==> src/design/osr_pkg.sv <==
// Types and constants of the 1-Wire ROM search unit.
// Used by every module of the block; depends on nothing.
package osr_pkg;

    localparam int ROM_WIDTH = 64;
    localparam int POS_WIDTH = 7;
    localparam int FAM_WIDTH = 4;

    localparam logic [1:0] OP_START = 2'd0;
    localparam logic [1:0] OP_PAIR  = 2'd1;
    localparam logic [1:0] OP_CLEAR = 2'd2;

    localparam logic [2:0] ST_STARTED     = 3'd0;
    localparam logic [2:0] ST_BIT_DONE    = 3'd1;
    localparam logic [2:0] ST_FOUND       = 3'd2;
    localparam logic [2:0] ST_NO_PRESENCE = 3'd3;
    localparam logic [2:0] ST_NO_MORE     = 3'd4;
    localparam logic [2:0] ST_FAILED      = 3'd5;
    localparam logic [2:0] ST_IGNORED     = 3'd6;

    localparam logic [POS_WIDTH-1:0] END_POSITION = 7'd65;
    localparam logic [POS_WIDTH-1:0] FAMILY_LIMIT = 7'd9;
    localparam logic [POS_WIDTH-1:0] FIRST_POS    = 7'd1;
    localparam logic [FAM_WIDTH-1:0] FAMILY_MAX   = 4'd8;

    typedef struct packed {
        logic [1:0] opcode;
        logic       presence;
        logic       id_bit;
        logic       complement_bit;
    } osr_req_t;

    typedef struct packed {
        logic [ROM_WIDTH-1:0] rom_bits;
        logic [POS_WIDTH-1:0] last_branch;
        logic [FAM_WIDTH-1:0] last_family_branch;
        logic                 final_device;
        logic [POS_WIDTH-1:0] bit_position;
        logic [POS_WIDTH-1:0] zero_branch;
        logic                 searching;
    } osr_state_t;

    typedef struct packed {
        logic [2:0]           status;
        logic                 write_bit;
        logic [ROM_WIDTH-1:0] rom_code;
        logic                 last_device;
        logic [FAM_WIDTH-1:0] family_discrepancy;
    } osr_rsp_t;

endpackage

==> src/design/osr_in_reg.sv <==
// Input register of the 1-Wire ROM search unit: captures one request.
// Depends on osr_pkg.
module osr_in_reg (
    input  logic              clk,
    input  logic              rst_n,
    input  logic              in_valid,
    output logic              in_ready,
    input  osr_pkg::osr_req_t req_in,
    input  logic              advance,
    output logic              req_valid,
    output osr_pkg::osr_req_t req
);
    import osr_pkg::*;

    logic     valid_reg;
    logic     valid_next;
    osr_req_t req_reg;

    // The stage takes a new request whenever it is empty or its current one moves on this cycle.
    assign in_ready   = !valid_reg || advance;
    assign valid_next = (in_valid && in_ready) ? 1'b1 : (advance ? 1'b0 : valid_reg);

    always_ff @(posedge clk or negedge rst_n)
    begin
        if (!rst_n)
        begin
            valid_reg <= 1'b0;
        end
        else
        begin
            valid_reg <= valid_next;
        end
    end

    always_ff @(posedge clk)
    begin
        if (in_valid && in_ready)
        begin
            req_reg <= req_in;
        end
    end

    assign req_valid = valid_reg;
    assign req       = req_reg;

endmodule

==> src/design/osr_decide.sv <==
// Decision logic of the 1-Wire ROM search: next search state and result
// for one request. Purely combinational; depends on osr_pkg.
module osr_decide (
    input  osr_pkg::osr_req_t   req,
    input  osr_pkg::osr_state_t cur,
    output osr_pkg::osr_state_t nxt,
    output osr_pkg::osr_rsp_t   rsp
);
    import osr_pkg::*;

    logic [POS_WIDTH-1:0] pos_inc;
    logic [5:0]           idx;
    logic                 dir;
    logic [2:0]           status;
    logic                 wbit;

    always_comb
    begin
        nxt     = cur;
        status  = ST_IGNORED;
        wbit    = 1'b0;
        dir     = 1'b0;
        pos_inc = cur.bit_position + FIRST_POS;
        idx     = cur.bit_position[5:0] - 6'd1;

        case (req.opcode)
            OP_START:
            begin
                nxt.searching    = 1'b0;
                nxt.bit_position = FIRST_POS;
                nxt.zero_branch  = '0;
                if (cur.final_device)
                begin
                    nxt.last_branch        = '0;
                    nxt.last_family_branch = '0;
                    nxt.final_device       = 1'b0;
                    status                 = ST_NO_MORE;
                end
                else if (!req.presence)
                begin
                    nxt.last_branch        = '0;
                    nxt.last_family_branch = '0;
                    nxt.final_device       = 1'b0;
                    nxt.rom_bits           = '0;
                    status                 = ST_NO_PRESENCE;
                end
                else
                begin
                    nxt.searching = 1'b1;
                    status        = ST_STARTED;
                end
            end
            OP_PAIR:
            begin
                if (cur.searching)
                begin
                    if (req.id_bit && req.complement_bit)
                    begin
                        nxt.last_branch        = '0;
                        nxt.last_family_branch = '0;
                        nxt.final_device       = 1'b0;
                        nxt.searching          = 1'b0;
                        nxt.bit_position       = FIRST_POS;
                        nxt.zero_branch        = '0;
                        status                 = ST_FAILED;
                    end
                    else
                    begin
                        // Devices agree on this bit: take their bit. Devices disagree: follow the previous path
                        // below the last discrepancy, take one at it, zero above.
                        if (req.id_bit != req.complement_bit)
                        begin
                            dir = req.id_bit;
                        end
                        else if (cur.bit_position < cur.last_branch)
                        begin
                            dir = cur.rom_bits[idx];
                        end
                        else
                        begin
                            dir = (cur.bit_position == cur.last_branch);
                        end
                        if ((req.id_bit == req.complement_bit) && !dir)
                        begin
                            nxt.zero_branch = cur.bit_position;
                            if (cur.bit_position < FAMILY_LIMIT)
                            begin
                                nxt.last_family_branch = cur.bit_position[FAM_WIDTH-1:0];
                            end
                        end
                        nxt.rom_bits[idx] = dir;
                        wbit              = dir;
                        if (pos_inc >= END_POSITION)
                        begin
                            nxt.last_branch = nxt.zero_branch;
                            if (nxt.zero_branch == '0)
                            begin
                                nxt.final_device = 1'b1;
                            end
                            if (nxt.rom_bits[7:0] == 8'd0)
                            begin
                                nxt.last_branch        = '0;
                                nxt.last_family_branch = '0;
                                nxt.final_device       = 1'b0;
                                status                 = ST_FAILED;
                                wbit                   = 1'b0;
                            end
                            else
                            begin
                                status = ST_FOUND;
                            end
                            nxt.searching    = 1'b0;
                            nxt.bit_position = FIRST_POS;
                            nxt.zero_branch  = '0;
                        end
                        else
                        begin
                            nxt.bit_position = pos_inc;
                            status           = ST_BIT_DONE;
                        end
                    end
                end
            end
            OP_CLEAR:
            begin
                nxt.rom_bits           = '0;
                nxt.last_branch        = '0;
                nxt.last_family_branch = '0;
                nxt.final_device       = 1'b0;
                nxt.searching          = 1'b0;
                nxt.bit_position       = FIRST_POS;
                nxt.zero_branch        = '0;
                status                 = ST_IGNORED;
            end
            default:
            begin
                status = ST_IGNORED;
            end
        endcase

        rsp.status             = status;
        rsp.write_bit          = wbit;
        rsp.rom_code           = nxt.rom_bits;
        rsp.last_device        = nxt.final_device;
        rsp.family_discrepancy = nxt.last_family_branch;
    end

endmodule

==> src/design/one_wire_rom_search_unit.sv <==
// 1-Wire ROM search unit: decides the direction bit of each step of a
// search ROM pass and reports the ROM code of each device found.
// Depends on osr_pkg, osr_in_reg and osr_decide.
//
// Input channel (in_valid/in_ready): one request per handshake. A start
// request carries the presence answer of the bus reset, a bit-pair request
// carries the id bit and its complement, a clear request drops all search
// state. Output channel (out_valid/out_ready): exactly one result per
// request, in order: status, direction bit to write, current ROM code,
// last-device flag and family discrepancy.
// A request taken in goes into the input register and, once the result
// register is free or being emptied, on into the result register; the
// decision logic works out the result register and the search state,
// written together. Throughput: one request per cycle while out_ready stays
// high and the result register can drain. A result waiting in the output
// register does not stop the next request from entering the input register;
// only when both are full and out_ready is low does in_ready fall.
// Reset clears the search state (ROM code, discrepancies, last-device flag,
// pass in progress) and empties both registers.
module one_wire_rom_search_unit (
    input  logic                          clk,
    input  logic                          rst_n,
    input  logic                          in_valid,
    output logic                          in_ready,
    input  logic [1:0]                    opcode,
    input  logic                          presence,
    input  logic                          id_bit,
    input  logic                          complement_bit,
    output logic                          out_valid,
    input  logic                          out_ready,
    output logic [2:0]                    status,
    output logic                          write_bit,
    output logic [osr_pkg::ROM_WIDTH-1:0] rom_code,
    output logic                          last_device,
    output logic [osr_pkg::FAM_WIDTH-1:0] family_discrepancy
);
    import osr_pkg::*;

    osr_req_t   req_in;
    osr_req_t   req;
    logic       req_valid;
    logic       advance;
    osr_state_t state_reg;
    osr_state_t state_next;
    osr_rsp_t   rsp_next;
    osr_rsp_t   rsp_reg;
    logic       out_valid_reg;
    logic       out_valid_next;

    assign req_in.opcode         = opcode;
    assign req_in.presence       = presence;
    assign req_in.id_bit         = id_bit;
    assign req_in.complement_bit = complement_bit;

    // A request is decided when the result register is free or being emptied.
    assign advance        = req_valid && (!out_valid_reg || out_ready);
    assign out_valid_next = advance ? 1'b1 : (out_ready ? 1'b0 : out_valid_reg);

    osr_in_reg u_in_reg (
        .clk       (clk),
        .rst_n     (rst_n),
        .in_valid  (in_valid),
        .in_ready  (in_ready),
        .req_in    (req_in),
        .advance   (advance),
        .req_valid (req_valid),
        .req       (req)
    );

    osr_decide u_decide (
        .req (req),
        .cur (state_reg),
        .nxt (state_next),
        .rsp (rsp_next)
    );

    always_ff @(posedge clk or negedge rst_n)
    begin
        if (!rst_n)
        begin
            state_reg.rom_bits           <= '0;
            state_reg.last_branch        <= '0;
            state_reg.last_family_branch <= '0;
            state_reg.final_device       <= 1'b0;
            state_reg.bit_position       <= FIRST_POS;
            state_reg.zero_branch        <= '0;
            state_reg.searching          <= 1'b0;
            out_valid_reg                <= 1'b0;
        end
        else
        begin
            if (advance)
            begin
                state_reg <= state_next;
            end
            out_valid_reg <= out_valid_next;
        end
    end

    always_ff @(posedge clk)
    begin
        if (advance)
        begin
            rsp_reg <= rsp_next;
        end
    end

    assign out_valid          = out_valid_reg;
    assign status             = rsp_reg.status;
    assign write_bit          = rsp_reg.write_bit;
    assign rom_code           = rsp_reg.rom_code;
    assign last_device        = rsp_reg.last_device;
    assign family_discrepancy = rsp_reg.family_discrepancy;

endmodule

==> config.mk <==
export PLATFORM = sky130hd
export DESIGN_NAME = one_wire_rom_search_unit
export DESIGN_NICKNAME = d
export VERILOG_FILES = /design/src/design/osr_pkg.sv /design/src/design/osr_in_reg.sv /design/src/design/osr_decide.sv /design/src/design/one_wire_rom_search_unit.sv
export SDC_FILE = /design/constraint.sdc
export NUM_CORES = 1
export LEC_CHECK = 0
export ABC_AREA = 1
export BUFFER_PORTS_ARGS = -buffer_cell sky130_fd_sc_hd__buf_4
export CAP_MARGIN = 30
export CORE_ASPECT_RATIO = 0.75
export CORE_MARGIN = 10
export CORE_UTILIZATION = 35
export CTS_CLUSTER_DIAMETER = 120
export DETAILED_ROUTE_END_ITERATION = 8
export GPL_ROUTABILITY_DRIVEN = 0
export HOLD_SLACK_MARGIN = 0.02
export PLACE_DENSITY = 0.51
export SLEW_MARGIN = 0
export SYNTH_ARGS = -nofsm -noshare
export SYNTH_HDL_FRONTEND = slang
export SYNTH_SLANG_ARGS = --single-unit
==> constraint.sdc <==
create_clock -name clk -period 7.35 [get_ports clk]
set_clock_uncertainty 0.2 [all_clocks]
set_input_delay 1.47 -clock clk [delete_from_list [all_inputs] [get_ports clk]]
set_output_delay 1.47 -clock clk [all_outputs]
set_load 0.1 [all_outputs]
### Word-level counts from Yosys, hierarchy flattened

Index checks and enable logic that the tools add are counted.

| storage, ports and cells | value |
|---|---|
| bits in registers | 171 |
| input port bits | 9 |
| logic and storage cells | 98 |
| output and inout port bits | 75 |

| operators by class | value |
|---|---|
| equality and inequality tests | 8 |
| bitwise operators | 2 |
| multiplexer cells | 43 |
| add/sub/neg operators | 2 |
| magnitude comparators | 5 |
| reductions and logical operators | 20 |

Operators by type and width:

| operator | number |
|---|---|
| $pmux W91 S3 | 1 |
| $mux W64 | 2 |
| $mux W91 | 1 |
| $mux W76 | 1 |
| $bwmux W64 | 1 |
| $mux W12 | 3 |
| $mux W7 | 5 |
| $mux W27 | 1 |
| $mux W1 | 16 |
| $mux W3 | 5 |
| $logic_not A8 Y1 | 1 |
| $mux W4 | 2 |
| $mux W8 | 1 |
| $add A7 B1 Y7 const B | 1 |
| $eq A7 B7 Y1 | 1 |
| $ge A7 B7 Y1 const B | 1 |
| $logic_not A7 Y1 | 1 |
| $lt A6 B7 Y1 const B | 1 |
| $lt A7 B4 Y1 const B | 1 |
| $lt A7 B7 Y1 | 1 |
| $bmux W1 S6 | 1 |
| $demux W1 S6 | 1 |
| $ge A6 B1 Y1 const B | 1 |
| $pmux W3 S2 | 1 |
| 20 further kinds | 29 |

### Longest topological paths before layout

| logic depth | value |
|---|---|
| depth in word-level cells | 21 |
| mapped depth | 27 |
| gate-level depth less buffers | 24 |

### Modules after synthesis

From an unflattened synthesis, not the netlist that was laid out.

| unflattened totals | value |
|---|---|
| cells, all modules | 1386 |
| area, all modules | 10375.0 µm² |

By module, submodules not included:

| module | cells each | area each (µm²) | times used | sequential area each (µm²) |
|---|---|---|---|---|
| one_wire_rom_search_unit | 473 | 5854.4 | 1 | 4495.6 |
| osr_decide | 902 | 4325.4 | 1 | 0.0 |
| osr_in_reg | 11 | 195.2 | 1 | 175.2 |

### Least setup slack after synthesis

Ideal clock, no wire load.

| timing | value |
|---|---|
| path type | input to output |
| start | input out_ready |
| end | output in_ready |
| stages on the path | 2 |
| arrival | 2.278 ns |
| buffers on the path | 0 |
| path slack | 3.402 ns |
| required time | 5.680 ns |
| cells stage by stage | inv_1 -> nand3_1 |

| on the way | value |
|---|---|
| word-level cells in the longest chain between the ends | 3 |

Ends and longest elaborated chain:

| element | RTL line | source |
|---|---|---|
| start: declaration | one_wire_rom_search_unit.sv:30 | `input logic out_ready,` |
| $logic_or A1 B1 Y1 | one_wire_rom_search_unit.sv:56 | `assign advance = req_valid && (!out_valid_reg \|\| out_ready);` |
| $logic_and A1 B1 Y1 | one_wire_rom_search_unit.sv:56 |  |
| $logic_or A1 B1 Y1 | osr_in_reg.sv:20 | `assign in_ready = !valid_reg \|\| advance;` |
| end: declaration | one_wire_rom_search_unit.sv:24 | `output logic in_ready,` |

Every way passes these cells.

==> results.txt <==
- The die covers 33300 sq um.
- Count of different cell masters after synthesis: 39
- Detailed routing inserted a total of 7942 vias.
- Total nets after synthesis: 1180
- Pin count of the biggest net entering global routing: 84
- Num CTS Buffers: 17
- The floorplan step set the die width to 207 um.
* Worst setup startpoint: state_reg[8]$_DFFE_PN1P_
* Synth Warn #: 0
* Peak supply drop: 0.177 mV
- Leading cell type in the layout, fill and taps excluded: nand2_1
- Worst-path clk slew: 70 ps
- met1 is the most crowded layer.
* Top-Level Pins: 84
- Counting every sink on the clock net gives 171.
- Row count: 51
- Synthesized area per cell: 7.94 sq um
- Static timing analysis puts the maximum clock frequency at 0.214 GHz.
* Final-stage net count: 1240
* Number of antenna cells inserted: 0
- Root Driver: clkbuf_16
- Summed over all layers, the routed wires come to 26.6 mm.
* Slowest cell on the critical path: ha_1
- The number of buffers and inverters on the critical path is 3.
* First-pass DRT Iterations: 5
* Max reg flops: 91
- Area after detailed placement: 10100 sq um
* Max Transition Viols Final: 0
- Of the cells placed in the final design, the portion with a size suffix greater than 1 is 11.8%.
- The via count of the first global-routing pass came to 7530.
- Starting Density: 35.6%
- Startpoint type of the worst setup path: flop
- Clock tree from TritonCTS: done
* Cell count after synthesis: 1160
* Worst slew margin relative to its limit: 31.0%
- Global routing used 16.2% of the available tracks.
* Main flop type after synthesis: dfrtp_1
- Core area: 25900 sq um
* Cell-by-cell trace of the critical path: inv_2 > ha_1 > clkinv_1 > nand3_1 > nand2_1 > nand2_1 > nand3_1 > nand2_1 > nand2_1 > nand4_1 > nand2_1 > nand2_4 > nand2_1 > buf_4 > o311ai_0 > o21ai_0 > nand2_1 > o21ai_0
- The die is 160 um tall.
- The most critical setup path has its endpoint at state_reg[35]$_DFFE_PN0P_.
- Data arrives at the worst endpoint at 4770 ps.
- The worst hold path belongs to the class flop to flop.
* Buffer depth of the longest clock path: 2
* Global-route wire length before repair: 43.6 mm
- Number of cells on the worst reg-to-reg path: 18
- Cell area power density: 305 nW/um^2
- Residual overflow from global routing: 0
- For the pin with the worst max-slew slack, the measured transition is 1030 ps.
- Buffers added to address setup during post-CTS repair amount to 0.
- For this run, global-route usage on met2 was measured as 22.2%.
- Count of flip-flops with a built-in enable after synthesis: 78
- The worst setup path is of the flop to flop kind.
- Clock latency of the later-clocked register in the worst-skew pair: 440 ps
* Number of nets still failing antenna checks after routing: 0
* Mapped cell area: 9210 sq um
- Post-DP HPWL: 17.9 mm
* Post-route DRC: 0
- The worst register-to-register path begins at state_reg[8]$_DFFE_PN1P_.
- Post-CTS sizing: 0
- Via density per instance: 5.04
- Type of element capturing the critical path: flop
* Number of antenna violations at the first check in global routing: 0
- Count of final hold-check violations: 0
- Input and output buffers added on the ports amount to 83.
- The area growth from synthesis to layout is 16.4%.
- Delay contributed by the slowest stage of the critical path: 840 ps
- RR Endpoint: state_reg[35]$_DFFE_PN0P_
* Max Fanout on Critical Path: 57
* Reg2Reg Setup Slack: 2670 ps
- For this block, the initial DRC count from the detailed router was 648.
- Setup total negative slack on the finished layout was measured at 0 ps.
- Unrepaired setup endpoints after global routing: no
- The most numerous cell type found on the critical path is nand2_1.
* LEAKAGE: 4.38 nW
- Flip-flop and latch count after synthesis: 171
* Number of violations of the max-capacitance limit: 0
- The H-tree was split into 4 levels.
- The library cells used most frequently in the layout, excluding fill and tap cells, are nand2_1, o21ai_0, inv_1.
- Final-report setup violation count: 0
* Grt met3 use: 3.43%
- Worst path depth: 18
- In the final routed layout, each cell accounts on average for 16.9 um.
- Sequential cell area fraction in the yosys report: 50.7%
* Share of the clock period used by the worst path after layout: 63.6%
* # hold bufs at CTS: 0
- Category of cells accounting for the largest share of critical-path delay: simple AND/OR/NAND/NOR gates
- Critical path required time: 7440 ps
* Met1 usage: 24.9%
- The run finished with clean final reports.
- Synth async-reset ratio: 54.4%
- Once layout is done, the placed cells without fillers occupy 10700 sq um.
* Shortest clock period the worst path allows after layout: 4680 ps
-- metal layers --
metal | up-vias | wire, um | part of all wire, %
li1 | 3980 | - | -
met1 | 3736 | 14100 | 53
met2 | 209 | 10900 | 41
met3 | 17 | 1390 | 5.2
met4 | 0 | 255 | 0.96
met5 | - | 0 | 0
-- cells by family (layout without fill, tap and decap cells) --
family | count (synthesis) | in the layout | share of synthesized area, %
simple gates | 469 | 469 | 20.6
compound gates | 319 | 319 | 18.3
buf+inv | 182 | 255 | 7.96
flops | 171 | 171 | 50.7
fa+ha+maj | 11 | 11 | 1.49
xor+xnor | 8 | 8 | 0.924
-- per-stage QoR --
stage               util [%]  hold slack, ps  power (W)  worst slack, ps  cells
global placement        39.0             298    0.00234             2780   1543
floorplan                  -             258    0.00206             3400   1160
global route            41.4             340    0.00345             2210   1577
detailed placement      39.0             292    0.00234             2650   1545
CTS                     41.4             315    0.00330             2650   1577
finish                  41.4             318    0.00327             2670   1577
-- how the worst min path moves through the flow --
stage                         startpoint                        end  slack, ps  cells after the start
2_1_floorplan  state_reg[17]$_DFFE_PN0P_  state_reg[17]$_DFFE_PN0P_        260                      2
3_3_place_gp    state_reg[0]$_DFFE_PN0P_   state_reg[0]$_DFFE_PN0P_        300                      2
3_5_place_dp   state_reg[16]$_DFFE_PN0P_  state_reg[16]$_DFFE_PN0P_        290                      2
4_1_cts        state_reg[16]$_DFFE_PN0P_  state_reg[16]$_DFFE_PN0P_        310                      2
5_1_grt         state_reg[0]$_DFFE_PN0P_   state_reg[0]$_DFFE_PN0P_        340                      2
6_report        state_reg[0]$_DFFE_PN0P_   state_reg[0]$_DFFE_PN0P_        320                      2
-- worst min-delay path, cell delays in order, from the launching register on --
cell and delay (ps):
dfrtp_1 370, nand2_1 60, o21ai_0 60
-- where the power goes --
part	internal, W	total [W]	switching, W
combinational	0.000225	0.00119	0.000969
sequential	0.00109	0.00112	0.0000349
clock	0.000542	0.000958	0.000416
-- final cells by class --
| cell class | count | area, sq um |
|---|---|---|
| well taps | 344 | 430 |
| fillers | 2687 | 15200 |
| repair buffers | 94 | 706 |
| multi-input cells | 807 | 3810 |
| clock buffers | 17 | 425 |
| clock inverters | 15 | 185 |
| flip-flops and latches | 171 | 4670 |
| inverters | 129 | 489 |
-- synthesized netlist by cell type (4+ instances only) --
| cell | n | area share (%) |
|---|---|---|
| nand2_1 | 342 | 14 |
| o21ai_1 | 16 | 0.87 |
| nand4_1 | 9 | 0.61 |
| nor2_1 | 59 | 2.4 |
| clkbuf_1 | 32 | 1.3 |
| buf_2 | 10 | 0.54 |
| o22ai_1 | 14 | 0.95 |
| xor2_1 | 6 | 0.57 |
| nand3_1 | 42 | 2.3 |
| o32ai_1 | 5 | 0.48 |
| dfrtp_1 | 92 | 25 |
| o21ai_0 | 204 | 11 |
| buf_1 | 5 | 0.20 |
| ha_1 | 11 | 1.5 |
| buf_6 | 4 | 0.49 |
| a21oi_1 | 66 | 3.6 |
| edfxtp_1 | 78 | 25 |
| o311ai_0 | 6 | 0.57 |
| inv_1 | 121 | 4.9 |
| clkinv_1 | 4 | 0.16 |
| inv_2 | 4 | 0.16 |
(Power assumes the default switching activity.)
